**config.mk**
```make
export PLATFORM = sky130hd
export DESIGN_NAME = sensor_packet_deframer
export DESIGN_NICKNAME = d
export VERILOG_FILES = /design/src/hw/rtl/spd_pkg.sv /design/src/hw/rtl/spd_fifo.sv /design/src/hw/rtl/spd_front.sv /design/src/hw/rtl/spd_back.sv /design/src/hw/rtl/sensor_packet_deframer.sv
export VERILOG_INCLUDE_DIRS = /design/src /design/src/hw/rtl
export SDC_FILE = /design/constraint.sdc
export NUM_CORES = 1
export LEC_CHECK = 0
export ABC_AREA = 1
export BUFFER_PORTS_ARGS = -buffer_cell sky130_fd_sc_hd__buf_4
export CAP_MARGIN = 20
export CORE_MARGIN = 5
export CORE_UTILIZATION = 50
export CTS_CLUSTER_SIZE = 28
export DETAILED_ROUTE_END_ITERATION = 10
export GPL_ROUTABILITY_DRIVEN = 0
export PLACE_DENSITY = 0.8
export SYNTH_ARGS = -nofsm -noshare
export SYNTH_HDL_FRONTEND = slang
export SYNTH_SLANG_ARGS = --single-unit
```
**constraint.sdc**
```tcl
create_clock -name clk -period 4.8 [get_ports clk]
set_input_delay 0.48 -clock clk [delete_from_list [all_inputs] [get_ports clk]]
set_output_delay 0.48 -clock clk [all_outputs]
set_load 0.005 [all_outputs]
```
**src/hw/rtl/sensor_packet_deframer_defines.svh**
```systemverilog
// Assertion helpers for the packet deframer. The enclosing module must have
// clk and rst_n in scope; every check is disabled while reset is asserted.
`ifndef SENSOR_PACKET_DEFRAMER_DEFINES_SVH
`define SENSOR_PACKET_DEFRAMER_DEFINES_SVH

// Same-cycle implication.
`define SPD_ASSERT_NOW(label, ante, cons) \
  label: assert property (@(posedge clk) disable iff (!rst_n) (ante) |-> (cons)) \
    else $error("spd check failed");

// Implication whose consequent is checked in the next cycle.
`define SPD_ASSERT_NEXT(label, ante, cons) \
  label: assert property (@(posedge clk) disable iff (!rst_n) (ante) |=> (cons)) \
    else $error("spd check failed");

`endif

```
**src/hw/rtl/spd_pkg.sv**
```systemverilog
`timescale 1ns / 1ps
package spd_pkg;

  localparam int TICK_W = 20;
  localparam logic [TICK_W-1:0] TICK_MAX      = {TICK_W{1'b1}};
  localparam logic [TICK_W-1:0] TIMEOUT_RESET = 20'd50000;

  localparam logic [7:0]  HDR_FIRST  = 8'hEF;
  localparam logic [7:0]  HDR_SECOND = 8'h01;
  localparam logic [15:0] ADDR_BYTES = 16'd4;
  localparam logic [15:0] LEN_OVERHEAD = 16'd2;

  localparam logic FUNC_TICK = 1'b1;
  localparam logic KIND_DATA = 1'b0;
  localparam logic KIND_END  = 1'b1;

  // Register index decoded from the address bit above the byte lanes.
  localparam logic REG_BYTE_TIMEOUT = 1'b0;

  typedef enum logic [2:0] {
    ST_OK      = 3'd0,
    ST_HEADER  = 3'd1,
    ST_SUM     = 3'd2,
    ST_TIMEOUT = 3'd3,
    ST_LENGTH  = 3'd4
  } spd_status_t;

  // One classified input item.
  typedef struct packed {
    logic       is_tick;
    logic       is_first;
    logic       is_second;
    logic [7:0] data;
  } spd_cmd_t;

  // One result item.
  typedef struct packed {
    logic        kind;
    logic [7:0]  data_byte;
    logic [7:0]  byte_index;
    logic [7:0]  package_id;
    logic [8:0]  payload_length;
    spd_status_t status;
  } spd_res_t;

endpackage

```
**src/hw/rtl/spd_fifo.sv**
```systemverilog
`timescale 1ns / 1ps
module spd_fifo #(
  parameter int W     = 8,
  parameter int DEPTH = 4
) (
  input  logic         clk,
  input  logic         rst_n,
  input  logic         push,
  input  logic [W-1:0] wdata,
  output logic         full,
  input  logic         pop,
  output logic [W-1:0] rdata,
  output logic         empty
);

  localparam int AW = (DEPTH > 1) ? $clog2(DEPTH) : 1;

  logic [W-1:0]  mem_r [DEPTH];
  logic [AW-1:0] wr_ptr_r, wr_ptr_nxt;
  logic [AW-1:0] rd_ptr_r, rd_ptr_nxt;
  logic [AW:0]   count_r, count_nxt;
  logic          push_ok, pop_ok;

  assign full    = (count_r == (AW+1)'(DEPTH));
  assign empty   = (count_r == '0);
  assign push_ok = push && !full;
  assign pop_ok  = pop && !empty;
  assign rdata   = mem_r[rd_ptr_r];

  always_comb begin
    wr_ptr_nxt = wr_ptr_r;
    rd_ptr_nxt = rd_ptr_r;
    count_nxt  = count_r;
    if (push_ok) begin
      wr_ptr_nxt = (wr_ptr_r == AW'(DEPTH-1)) ? '0 : wr_ptr_r + 1'b1;
    end
    if (pop_ok) begin
      rd_ptr_nxt = (rd_ptr_r == AW'(DEPTH-1)) ? '0 : rd_ptr_r + 1'b1;
    end
    if (push_ok && !pop_ok) begin
      count_nxt = count_r + 1'b1;
    end else if (pop_ok && !push_ok) begin
      count_nxt = count_r - 1'b1;
    end
  end

  always_ff @(posedge clk) begin
    if (!rst_n) begin
      wr_ptr_r <= '0;
      rd_ptr_r <= '0;
      count_r  <= '0;
    end else begin
      wr_ptr_r <= wr_ptr_nxt;
      rd_ptr_r <= rd_ptr_nxt;
      count_r  <= count_nxt;
    end
  end

  always_ff @(posedge clk) begin
    if (push_ok) begin
      mem_r[wr_ptr_r] <= wdata;
    end
  end

endmodule

```
**src/hw/rtl/spd_front.sv**
```systemverilog
`timescale 1ns / 1ps
module spd_front
  import spd_pkg::*;
#(
  parameter int DEPTH = 4
) (
  input  logic       clk,
  input  logic       rst_n,
  input  logic       in_push,
  input  logic       in_func,
  input  logic [7:0] in_rx_byte,
  output logic       in_full,
  input  logic       cmd_pop,
  output spd_cmd_t   cmd,
  output logic       cmd_empty
);

  spd_cmd_t cls;

  // Header bytes are recognized here so the sequencer only tests flags.
  always_comb begin
    cls.is_tick   = (in_func == FUNC_TICK);
    cls.is_first  = (in_rx_byte == HDR_FIRST);
    cls.is_second = (in_rx_byte == HDR_SECOND);
    cls.data      = in_rx_byte;
  end

  spd_fifo #(
    .W     ($bits(spd_cmd_t)),
    .DEPTH (DEPTH)
  ) u_cmd_q (
    .clk   (clk),
    .rst_n (rst_n),
    .push  (in_push),
    .wdata (cls),
    .full  (in_full),
    .pop   (cmd_pop),
    .rdata (cmd),
    .empty (cmd_empty)
  );

endmodule

```
**src/hw/rtl/spd_back.sv**
```systemverilog
`timescale 1ns / 1ps
`include "sensor_packet_deframer_defines.svh"
module spd_back
  import spd_pkg::*;
#(
  parameter int MAX_PAYLOAD = 256
) (
  input  logic              clk,
  input  logic              rst_n,
  input  logic [TICK_W-1:0] byte_timeout,
  input  spd_cmd_t          cmd,
  input  logic              cmd_empty,
  output logic              cmd_pop,
  input  logic              res_full,
  output logic              res_push,
  output spd_res_t          res
);

  typedef enum logic [3:0] {
    PH_IDLE, PH_HDR2, PH_ADDR, PH_ID, PH_LENH, PH_LENL, PH_DATA, PH_SUMH, PH_SUML
  } phase_t;

  localparam logic [15:0] MAX_P = 16'(MAX_PAYLOAD);

  phase_t            phase_r, phase_nxt;
  logic              hdr_ok_r, hdr_ok_nxt;
  logic [15:0]       field_count_r, field_count_nxt;
  logic [15:0]       running_sum_r, running_sum_nxt;
  logic [7:0]        sum_hi_r, sum_hi_nxt;
  logic [15:0]       payload_total_r, payload_total_nxt;
  logic [7:0]        current_id_r, current_id_nxt;
  logic [TICK_W-1:0] idle_ticks_r, idle_ticks_nxt;

  logic              step;
  logic [TICK_W-1:0] ticks_inc;
  logic [15:0]       sum_add;
  logic [15:0]       len_full;
  logic [16:0]       len_m2;
  logic              len_bad;
  logic [15:0]       count_inc;

  assign step      = !cmd_empty && !res_full;
  assign cmd_pop   = step;
  assign ticks_inc = (idle_ticks_r == TICK_MAX) ? idle_ticks_r : idle_ticks_r + 1'b1;
  assign sum_add   = running_sum_r + {8'd0, cmd.data};
  assign len_full  = {payload_total_r[15:8], cmd.data};
  assign len_m2    = {1'b0, len_full} - {1'b0, LEN_OVERHEAD};
  assign len_bad   = len_m2[16] || (len_m2[15:0] > MAX_P);
  assign count_inc = field_count_r + 1'b1;

  always_comb begin
    phase_nxt         = phase_r;
    hdr_ok_nxt        = hdr_ok_r;
    field_count_nxt   = field_count_r;
    running_sum_nxt   = running_sum_r;
    sum_hi_nxt        = sum_hi_r;
    payload_total_nxt = payload_total_r;
    current_id_nxt    = current_id_r;
    idle_ticks_nxt    = idle_ticks_r;
    res_push           = 1'b0;
    res.kind           = KIND_END;
    res.data_byte      = '0;
    res.byte_index     = '0;
    res.package_id     = current_id_r;
    res.payload_length = '0;
    res.status         = ST_OK;

    if (step) begin
      if (cmd.is_tick) begin
        if (phase_r != PH_IDLE) begin
          idle_ticks_nxt = ticks_inc;
          if (ticks_inc >= byte_timeout) begin
            phase_nxt      = PH_IDLE;
            idle_ticks_nxt = '0;
            res_push       = 1'b1;
            res.status     = ST_TIMEOUT;
          end
        end
      end else begin
        idle_ticks_nxt = '0;
        unique case (phase_r)
          PH_IDLE: begin
            hdr_ok_nxt     = cmd.is_first;
            current_id_nxt = '0;
            phase_nxt      = PH_HDR2;
          end
          PH_HDR2: begin
            if (hdr_ok_r && cmd.is_second) begin
              field_count_nxt = '0;
              phase_nxt       = PH_ADDR;
            end else begin
              phase_nxt  = PH_IDLE;
              res_push   = 1'b1;
              res.status = ST_HEADER;
            end
          end
          PH_ADDR: begin
            field_count_nxt = count_inc;
            if (count_inc >= ADDR_BYTES) begin
              phase_nxt = PH_ID;
            end
          end
          PH_ID: begin
            current_id_nxt  = cmd.data;
            running_sum_nxt = {8'd0, cmd.data};
            phase_nxt       = PH_LENH;
          end
          PH_LENH: begin
            payload_total_nxt = {cmd.data, 8'd0};
            running_sum_nxt   = sum_add;
            phase_nxt         = PH_LENL;
          end
          PH_LENL: begin
            running_sum_nxt = sum_add;
            if (len_bad) begin
              phase_nxt  = PH_IDLE;
              res_push   = 1'b1;
              res.status = ST_LENGTH;
            end else begin
              payload_total_nxt = len_m2[15:0];
              field_count_nxt   = '0;
              phase_nxt         = (len_m2[15:0] == '0) ? PH_SUMH : PH_DATA;
            end
          end
          PH_DATA: begin
            running_sum_nxt = sum_add;
            field_count_nxt = count_inc;
            if (count_inc >= payload_total_r) begin
              phase_nxt = PH_SUMH;
            end
            res_push       = 1'b1;
            res.kind       = KIND_DATA;
            res.data_byte  = cmd.data;
            res.byte_index = field_count_r[7:0];
          end
          PH_SUMH: begin
            sum_hi_nxt = cmd.data;
            phase_nxt  = PH_SUML;
          end
          PH_SUML: begin
            phase_nxt = PH_IDLE;
            res_push  = 1'b1;
            if ({sum_hi_r, cmd.data} != running_sum_r) begin
              res.status = ST_SUM;
            end else begin
              res.status         = ST_OK;
              res.payload_length = payload_total_r[8:0];
            end
          end
          default: begin
            phase_nxt = PH_IDLE;
          end
        endcase
      end
    end
  end

  always_ff @(posedge clk) begin
    if (!rst_n) begin
      phase_r         <= PH_IDLE;
      hdr_ok_r        <= 1'b0;
      field_count_r   <= '0;
      running_sum_r   <= '0;
      sum_hi_r        <= '0;
      payload_total_r <= '0;
      current_id_r    <= '0;
      idle_ticks_r    <= '0;
    end else begin
      phase_r         <= phase_nxt;
      hdr_ok_r        <= hdr_ok_nxt;
      field_count_r   <= field_count_nxt;
      running_sum_r   <= running_sum_nxt;
      sum_hi_r        <= sum_hi_nxt;
      payload_total_r <= payload_total_nxt;
      current_id_r    <= current_id_nxt;
      idle_ticks_r    <= idle_ticks_nxt;
    end
  end

  // The tick counter only runs inside a packet.
  `SPD_ASSERT_NOW(a_idle_no_ticks, phase_r == PH_IDLE, idle_ticks_r == '0)
  // A received byte always restarts the inter-byte timer.
  `SPD_ASSERT_NEXT(a_byte_clears_ticks, step && !cmd.is_tick, idle_ticks_r == '0)
  // While streaming, at least one payload byte is still owed.
  `SPD_ASSERT_NOW(a_data_in_range, phase_r == PH_DATA,
                  payload_total_r != '0 && field_count_r < payload_total_r)
  // Payload results never carry a status or a length.
  `SPD_ASSERT_NOW(a_data_result_clean, res_push && res.kind == KIND_DATA,
                  res.status == ST_OK && res.payload_length == '0)

endmodule

```
**src/hw/rtl/sensor_packet_deframer.sv**
```systemverilog
`timescale 1ns / 1ps
// Path: an item is registered in the command queue, and the sequencer's result is registered in the output queue.
// Throughput: one item (byte or tick) per cycle, sustained, while results are popped.
// The figure is set by the packet sequencer, which retires one queued item a cycle unless it is stalled.
// Reset (rst_n low at a clock edge) empties both queues, returns the sequencer to idle
// and loads byte_timeout with 50000; there is no clearing pass, so the block is ready at once.
module sensor_packet_deframer
  import spd_pkg::*;
#(
  parameter int MAX_PAYLOAD = 256,
  parameter int CMD_DEPTH   = 4,
  parameter int OUT_DEPTH   = 2
) (
  input  logic        clk,
  input  logic        rst_n,
  // Input channel.
  input  logic        in_push,
  output logic        in_full,
  input  logic        in_func,
  input  logic [7:0]  in_rx_byte,
  // Result channel.
  output logic        out_empty,
  input  logic        out_pop,
  output logic        out_kind,
  output logic [7:0]  out_data_byte,
  output logic [7:0]  out_byte_index,
  output logic [7:0]  out_package_id,
  output logic [8:0]  out_payload_length,
  output logic [2:0]  out_status,
  // Configuration port.
  input  logic        psel,
  input  logic        penable,
  input  logic        pwrite,
  input  logic [2:0]  paddr,
  input  logic [31:0] pwdata,
  output logic [31:0] prdata,
  output logic        pready
);

  // The configuration port holds a single register, byte_timeout, at byte address 0.
  // A write transfer completes in the access cycle; pready is tied high so there
  // are never wait states. Writes to the unused word are dropped.
  logic [TICK_W-1:0] byte_timeout_r, byte_timeout_nxt;
  logic              cfg_wr;
  logic              cfg_sel;

  assign pready  = 1'b1;
  assign cfg_sel = (paddr[2] == REG_BYTE_TIMEOUT);
  assign cfg_wr  = psel && penable && pwrite && pready;
  assign prdata  = cfg_sel ? {{(32-TICK_W){1'b0}}, byte_timeout_r} : '0;

  always_comb begin
    byte_timeout_nxt = byte_timeout_r;
    if (cfg_wr && cfg_sel) begin
      byte_timeout_nxt = pwdata[TICK_W-1:0];
    end
  end

  always_ff @(posedge clk) begin
    if (!rst_n) begin
      byte_timeout_r <= TIMEOUT_RESET;
    end else begin
      byte_timeout_r <= byte_timeout_nxt;
    end
  end

  // The front end classifies each incoming transfer and parks it in a short
  // command queue, so input transfers keep flowing while the result side stalls, until the queue fills.
  spd_cmd_t cmd;
  logic     cmd_empty;
  logic     cmd_pop;

  spd_front #(
    .DEPTH (CMD_DEPTH)
  ) u_front (
    .clk        (clk),
    .rst_n      (rst_n),
    .in_push    (in_push),
    .in_func    (in_func),
    .in_rx_byte (in_rx_byte),
    .in_full    (in_full),
    .cmd_pop    (cmd_pop),
    .cmd        (cmd),
    .cmd_empty  (cmd_empty)
  );

  // The back end walks the packet format one item per cycle. It only takes a
  // command when the result queue has room, since any item may produce a result.
  spd_res_t res;
  logic     res_push;
  logic     res_full;

  spd_back #(
    .MAX_PAYLOAD (MAX_PAYLOAD)
  ) u_back (
    .clk          (clk),
    .rst_n        (rst_n),
    .byte_timeout (byte_timeout_r),
    .cmd          (cmd),
    .cmd_empty    (cmd_empty),
    .cmd_pop      (cmd_pop),
    .res_full     (res_full),
    .res_push     (res_push),
    .res          (res)
  );

  // Results wait in a small output queue; the oldest one drives the out_ ports.
  spd_res_t res_head;

  spd_fifo #(
    .W     ($bits(spd_res_t)),
    .DEPTH (OUT_DEPTH)
  ) u_res_q (
    .clk   (clk),
    .rst_n (rst_n),
    .push  (res_push),
    .wdata (res),
    .full  (res_full),
    .pop   (out_pop),
    .rdata (res_head),
    .empty (out_empty)
  );

  assign out_kind           = res_head.kind;
  assign out_data_byte      = res_head.data_byte;
  assign out_byte_index     = res_head.byte_index;
  assign out_package_id     = res_head.package_id;
  assign out_payload_length = res_head.payload_length;
  assign out_status         = res_head.status;

endmodule
```
==> results.yml, run 1 <==
yosys:
  syn_area_per_cell_um2: 8.34
  synth_area_mm2: 0.0125
  synthAdderAreaFrac_pct: 5.83
  synth_top_area_cell: "edfxtp_1"
  synth_enable_flop_cells: 118
  synth-async-reset-ratio_pct: 0
  yosysSeqAreaShare_pct: 48.1
  yosys.area_share.simple_pct: 23.4
  synth.area.top_cells: "edfxtp_1 28%, dfxtp_1 20%, nand2_1 8.8%"
  synth-xor-area-share_pct: 2.60
  synth_top_area_share_pct: 28.4
  synthCells: 1496
  synth.ff_latch_count: 241
  synth-warning-count: 0
  synthFlopType: "dfxtp_1"
  synthMuxAreaShare_pct: 3.34
  synth-compound-area-share_pct: 9.40
  post_synth_num_cell_types: 45
  synth_top_family_by_area: "simple AND/OR/NAND/NOR gates"
sta:
  post-route-period-util_pct: 89.3
  slew_viol_final: 0
  finClkSkew_ns: 0.0198
  hold_viol_final: 0
  max_freq_mhz: 233
  layout_min_cycle_time_ns: 4.29
  worst_slew_pin_slew_ns: 1.03
  maxSlewHeadroom_pct: 31.2
  finalSetupViolCount: 0
  rsz0062_at_grt: "no"
  finalSetupTns_ns: 0
cts:
  cts_sinks: 241
  cts_buffer_depth: 3
  clk_latency_ns: 0.54
  cts_resized: 0
  cts_tree: "yes"
  htreeDepth: 1
  clk_pin_slew_ns: 0.06
  cts_made_buffers: 25
  cts_root_buf: "clkbuf_16"
  post-cts-setup-buffer-count: 0
  holdBufCountCts: 0
power_and_ir_drop:
  pwr-share-seq_pct: 37.2
  p_sw_mw: 2.26
  p_sw_share_pct: 33.8
  powerDensity_mw_per_mm2: 467
  p_comb_share_pct: 30.6
  p_int_mw: 4.44
  p_clk_share_pct: 32.2
  peakVddDrop_mv: 0.254
  p_leak_nw: 5.89
critical_path:
  cp.required_ns: 4.97
  rr_startpoint: "u_back.idle_ticks_r[3]"
  crit_path_end_kind: "flop"
  crit_arrival_ns: 4.45
  r2r-end: "u_res_q.mem_r[0][23]"
  slowest_delay_ns: 0.43
  worstPathCellList: "inv_1 -> nor3_1 -> nand2_1 -> nor2_1 -> nand4_1 -> nand4_1 -> nor3_1 -> xor2_1 -> ha_1 -> nand2_1 -> nor2_1 -> nand2_1 -> inv_1 -> nand3_1 -> nand4_1 -> nor2_1 -> inv_1 -> nand2_1 -> nor2_1 -> nand2_1 -> nor2_4 -> buf_4"
  worstSetupPathType: "flop to flop"
  reg2reg_depth: 22
  r2r_slack_ns: 0.51
  cp.buffers_inverters: 4
  crit_top_cell: "nand2_1"
  startpoint_type: "flop"
  cp_max_fo: 37
  slowest_stage: "buf_4"
  cp_top_family: "simple AND/OR/NAND/NOR gates"
layout:
  drive_above_1_share_pct: 13.6
  nets: 1690
  syn2layout_area_growth_pct: 14.9
  n_antenna_cell: 0
  instances_no_fill: 1925
global_routing:
  grt_pass1_vias: 9560
  grtUsageTotal_pct: 19.4
  overflow: 0
  antenna_found_initial: 0
  grt_max_degree: 67
  grt_pass1_wl_um: 46000
min_path:
  min_path_cells: 1
  hold_class: "input port to flop"
  min_from: "in_rx_byte[6]"
  hold_path_end: "u_front.u_cmd_q.mem_r[0][6]"
route:
  wl_per_cell_um: 14.8
  drc: 0
  drt_wl_total_um: 28500
  drt_iter0_markers: 861
  first_pass_iters: 5
  ant_nets: 0
  post_drt_via_cell_ratio: 5.27
  num_vias: 10100
place:
  dp_hpwl_um: 20100
  post-place-cells: 1879
  port_buffers: 95
floorplanning:
  ios: 123
  die_h_um: 168
  floorplan.die_area_mm2: 0.0282
  core_mm2: 0.0245
  num_rows: 57
  start_util_pct: 51.0
  fp.dieW_um: 168
status:
  outcome: "completed"
flow_run:
  drv_cap: 0
Yosys cell counts (2+ instances only):
cell,count
buf_6,4
nor2_1,215
nand3_1,63
nand2_1,293
or2_2,4
nand2_4,2
edfxtp_1,118
xnor2_1,6
o21bai_1,2
buf_1,2
a21oi_1,117
nor4_1,6
conb_1,2
clkbuf_1,30
dfxtp_1,123
nand4_1,23
nor3_1,41
nand3_2,3
o21ai_0,70
nand2_2,13
nor2_2,4
inv_1,157
o211ai_1,10
o22ai_1,2
buf_4,13
a211oi_1,3
inv_2,4
fa_1,2
nor3b_1,2
nand3b_1,5
xor2_1,31
a31oi_1,5
ha_1,55
o21ai_1,11
buf_2,6
nor2_4,4
mux2_2,37
registers in the layout, indices dropped and copies added (netlist names), named ones only:
name                      count
byte_timeout_r               20
u_back.current_id_r           8
u_back.field_count_r         16
u_back.hdr_ok_r               1
u_back.idle_ticks_r          20
u_back.payload_total_r       16
u_back.phase_r                4
u_back.running_sum_r         16
u_back.sum_hi_r               8
u_front.u_cmd_q.count_r       3
u_front.u_cmd_q.mem_r        44
u_front.u_cmd_q.rd_ptr_r      2
u_front.u_cmd_q.wr_ptr_r      2
u_res_q.count_r               2
u_res_q.mem_r                74
u_res_q.rd_ptr_r              1
u_res_q.wr_ptr_r              1
per-stage QoR:
stage          cell area, µm²  util [%]  hold WS (ns)  setup WS (ns)  power, mW
6_report                14300      58.6         0.153          0.513       6.70
5_1_grt                 14300      58.6         0.132         0.0994       7.07
4_1_cts                 14300      58.6         0.130          0.562       6.73
3_5_place_dp            13400      54.9         0.444          0.580       4.55
3_3_place_gp            13400      54.9         0.437          0.703       4.48
2_1_floorplan           12500         -         0.426          0.163       3.90
power groups by stage:
stage	clock (mW)	sequential, mW	combinational [mW]
after floorplan	0	2.50	1.40
after global placement	0	2.52	1.97
after detailed placement	0	2.53	2.02
after CTS	2.19	2.49	2.04
after global routing	2.28	2.51	2.27
final	2.16	2.49	2.05
worst max-delay path by stage:
stage	slack, ns	start	endpoint	cells after the start
finish	0.51	u_back.idle_ticks_r[3]	u_res_q.mem_r[0][23]	22
global route	0.1	u_back.idle_ticks_r[4]	u_res_q.mem_r[0][20]	22
CTS	0.56	u_back.idle_ticks_r[3]	u_res_q.mem_r[0][27]	22
detailed placement	0.58	u_back.idle_ticks_r[3]	u_res_q.mem_r[0][30]	22
global placement	0.70	u_back.idle_ticks_r[3]	u_res_q.mem_r[0][30]	22
floorplan	0.16	u_back.idle_ticks_r[3]	u_res_q.mem_r[0][0]	21
metal layers:
metal | wire length, µm | global-route usage [%]
met1 | 12900 | 26.2
met2 | 13200 | 32.4
met3 | 1900 | 3.42
met4 | 441 | 4.83
met5 | 0 | 0
layout by cell type (no fill, tap or decap), types with 11 or more instances in the layout:
master	instances
nor2_1	214
a21oi_1	117
xor2_1	31
mux2_2	37
inv_1	157
nand4_1	23
buf_4	103
nand2_1	293
edfxtp_1	118
o21ai_1	11
nand2_2	13
clkbuf_16	25
nor3_1	41
conb_1	13
dfxtp_1	123
nand3_1	63
o21ai_0	70
ha_1	55
cell families (layout without fill, tap and decap cells):
logic type                 Yosys count  after routing
muxes                               37             37
adders and majority gates           57             57
buffers and inverters              217            311
other                                2             13
DFF                                241            241
AOI/OAI and AO/OA                  223            223
xor gates and xnor gates            37             37
and+or+nand+nor                    682            682
layout make-up:
class / instances / area, µm²
Tap cell: 324 / 405
Fill cell: 2081 / 10100
Multi-Input combinational cell: 1049 / 5630
Clock inverter: 15 / 240
Inverter: 162 / 608
Clock buffer: 31 / 688
Sequential cell: 241 / 6010
Timing Repair Buffer: 103 / 773
worst reg2reg max path, delay by kind of cell (launching register included):
family / cells / cell delay (ns)
DFF: 1 / 0.37
xor gates and xnor gates: 1 / 0.16
adders and majority gates: 1 / 0.31
and+or+nand+nor: 16 / 2.37
buffers and inverters: 4 / 0.69
Power figures use the tool's default switching activity.
==> run 2, diff against run 1 <==
- PLACE_DENSITY: 0.8 -> unset
- PLACE_DENSITY_LB_ADDON: unset -> 0.25
==> results.yml, run 2 (synthesis gave the netlist of run 1 again) <==
status:
  outcome: "completed"
place:
  port_buffers: 95
  dp_hpwl_um: 20100
layout:
  final_util_pct: 58.1
  syn2layout_area_growth_pct: 13.9
  nets: 1692
  multi_input_area_mm2: 0.00563
  top_register: "u_res_q.mem_r"
  n_antenna_cell: 0
  mostFrequentLayoutCell: "nand2_1"
  top_regs: "u_res_q.mem_r: 74 flops, u_front.u_cmd_q.mem_r: 44 flops"
  n_fill_cell: 2177
  seqCellArea_mm2: 0.00601
  layout_common_cells: "293 x nand2_1, 214 x nor2_1, 157 x inv_1, 122 x dfxtp_1, 118 x edfxtp_1"
  drive_above_1_share_pct: 13.3
  largest_register_ffs: 74
flow_run:
  drv_cap: 0
cts:
  clk_pin_slew_ns: 0.06
  cts_buffer_depth: 3
  cts_root_buf: "clkbuf_16"
  htreeDepth: 1
  cts_made_buffers: 26
  cts_tree: "yes"
  cts_resized: 0
  clk_latency_ns: 0.54
  post-cts-setup-buffer-count: 0
  holdBufCountCts: 0
  cts_sinks: 241
floorplanning:
  num_rows: 57
  start_util_pct: 51.0
  fp.dieW_um: 168
  core_mm2: 0.0245
  die_h_um: 168
  ios: 123
  floorplan.die_area_mm2: 0.0282
route:
  num_vias: 10100
  wl_met1_um: 13300
  wl_per_cell_um: 14.7
  first_pass_iters: 5
  drc: 0
  top_layer: "met4"
  wl_met2_um: 12700
  dr_wl_met3_um: 1680
  ant_nets: 0
  post_drt_via_cell_ratio: 5.22
  drt_wl_total_um: 28300
  drt_iter0_markers: 766
min_path:
  hold_class: "input port to flop"
power_and_ir_drop:
  peakVddDrop_mv: 0.303
  pwr-share-seq_pct: 39.5
  p_sw_mw: 2.25
  p_comb_share_pct: 31.6
  p_clk_share_pct: 28.8
  powerDensity_mw_per_mm2: 449
  p_leak_nw: 5.82
  total_power_mw: 6.39
  p_sw_share_pct: 35.2
  p_int_mw: 4.14
sta:
  post-route-period-util_pct: 88.1
  finalSetupTns_ns: 0
  rsz0062_at_grt: "no"
  slew_viol_final: 0
  max_freq_mhz: 237
  maxSlewHeadroom_pct: 26.0
  layout_min_cycle_time_ns: 4.23
  finClkSkew_ns: 0.0179
  finalSetupViolCount: 0
  worst_slew_pin_slew_ns: 1.11
  hold_viol_final: 0
global_routing:
  antenna_found_initial: 0
  grt_max_degree: 67
  grtUsageTotal_pct: 19.6
  overflow: 0
  grt_pass1_vias: 9431
  grt_pass1_wl_um: 46500
critical_path:
  cp.required_ns: 5.22
  crit_arrival_ns: 4.65
  startpoint_type: "flop"
  cp_max_fo: 5
  worstSetupPathType: "flop to flop"
  crit_path_end_kind: "flop"
==> run 2: cell count changes in the layout (fill, tap and decap cells not counted), sizes merged <==
cell	change
bufinv	-6
clkbuf	+6
buf	+1
clkinv	+1
clkinvlp	+1
==> run 2: critical path: stages (launching register included) <==
cell and delay (ns):
dfxtp_1 0.37, inv_1 0.09, nor3_1 0.23, nand2_1 0.10, nor2_1 0.19, nand4_1 0.28, nand4_1 0.28, nor3_1 0.09
xor2_1 0.16, ha_1 0.31, nand2_1 0.05, inv_1 0.04, nor2_1 0.03, o21ai_0 0.26, a21oi_1 0.11, nand4_1 0.14
nor2_1 0.09, inv_1 0.09, nand2_1 0.05, nor2_1 0.20, nand2_1 0.16, inv_1 0.10, ha_1 0.24, a21oi_1 0.13
o21ai_0 0.13, o21ai_0 0.17, a21oi_1 0.06
==> run 2: cell type report <==
type | instances | area share (%)
sequential | 241 | 42.2
multi-input combinational | 1049 | 39.6
timing repair buffer | 104 | 5.58
clock buffer | 37 | 5.01
inverter | 162 | 4.28
tap | 324 | 2.85
clock inverter | 11 | 0.493
==> run 2: metrics by stage <==
| stage | instance area [µm²] | worst slack [ns] | hold WS (ns) | std cells |
|---|---|---|---|---|
| 3_5_place_dp | 13400 | 0.613 | 0.442 | 1878 |
| 3_3_place_gp | 13400 | 0.667 | 0.436 | 1878 |
| 4_1_cts | 14200 | 0.611 | 0.130 | 1926 |
| 6_report | 14200 | 0.572 | 0.151 | 1928 |
| 2_1_floorplan | 12500 | 0.163 | 0.426 | 1507 |
| 5_1_grt | 14200 | 0.0946 | 0.141 | 1928 |
==> run 2: final timing paths <==
path | startpoint | endpoint | slack (ns) | cells after the start
worst min register to register | u_back.current_id_r[1] | u_res_q.mem_r[0][13] | 0.47 | 0
worst max register to register | u_back.idle_ticks_r[3] | u_res_q.count_r[1] | 0.57 | 26
worst min-delay path | in_func | u_front.u_cmd_q.mem_r[2][10] | 0.15 | 1
worst max-delay path | u_back.idle_ticks_r[3] | u_res_q.count_r[1] | 0.57 | 26
==> run 2: layer usage <==
layer / vias up / track usage (%)
met5: - / 0
met4: 0 / 5.08
met3: 51 / 3.07
met2: 257 / 32.0
met1: 4618 / 27.3
li1: 5129 / -
==> run 2: power groups by stage <==
stage	logic, mW	clock network [mW]	registers (mW)
4_1_cts	2.01	1.88	2.53
5_1_grt	2.25	1.98	2.55
6_report	2.02	1.84	2.52
2_1_floorplan	1.40	0	2.50
3_3_place_gp	1.96	0	2.56
3_5_place_dp	2.00	0	2.57
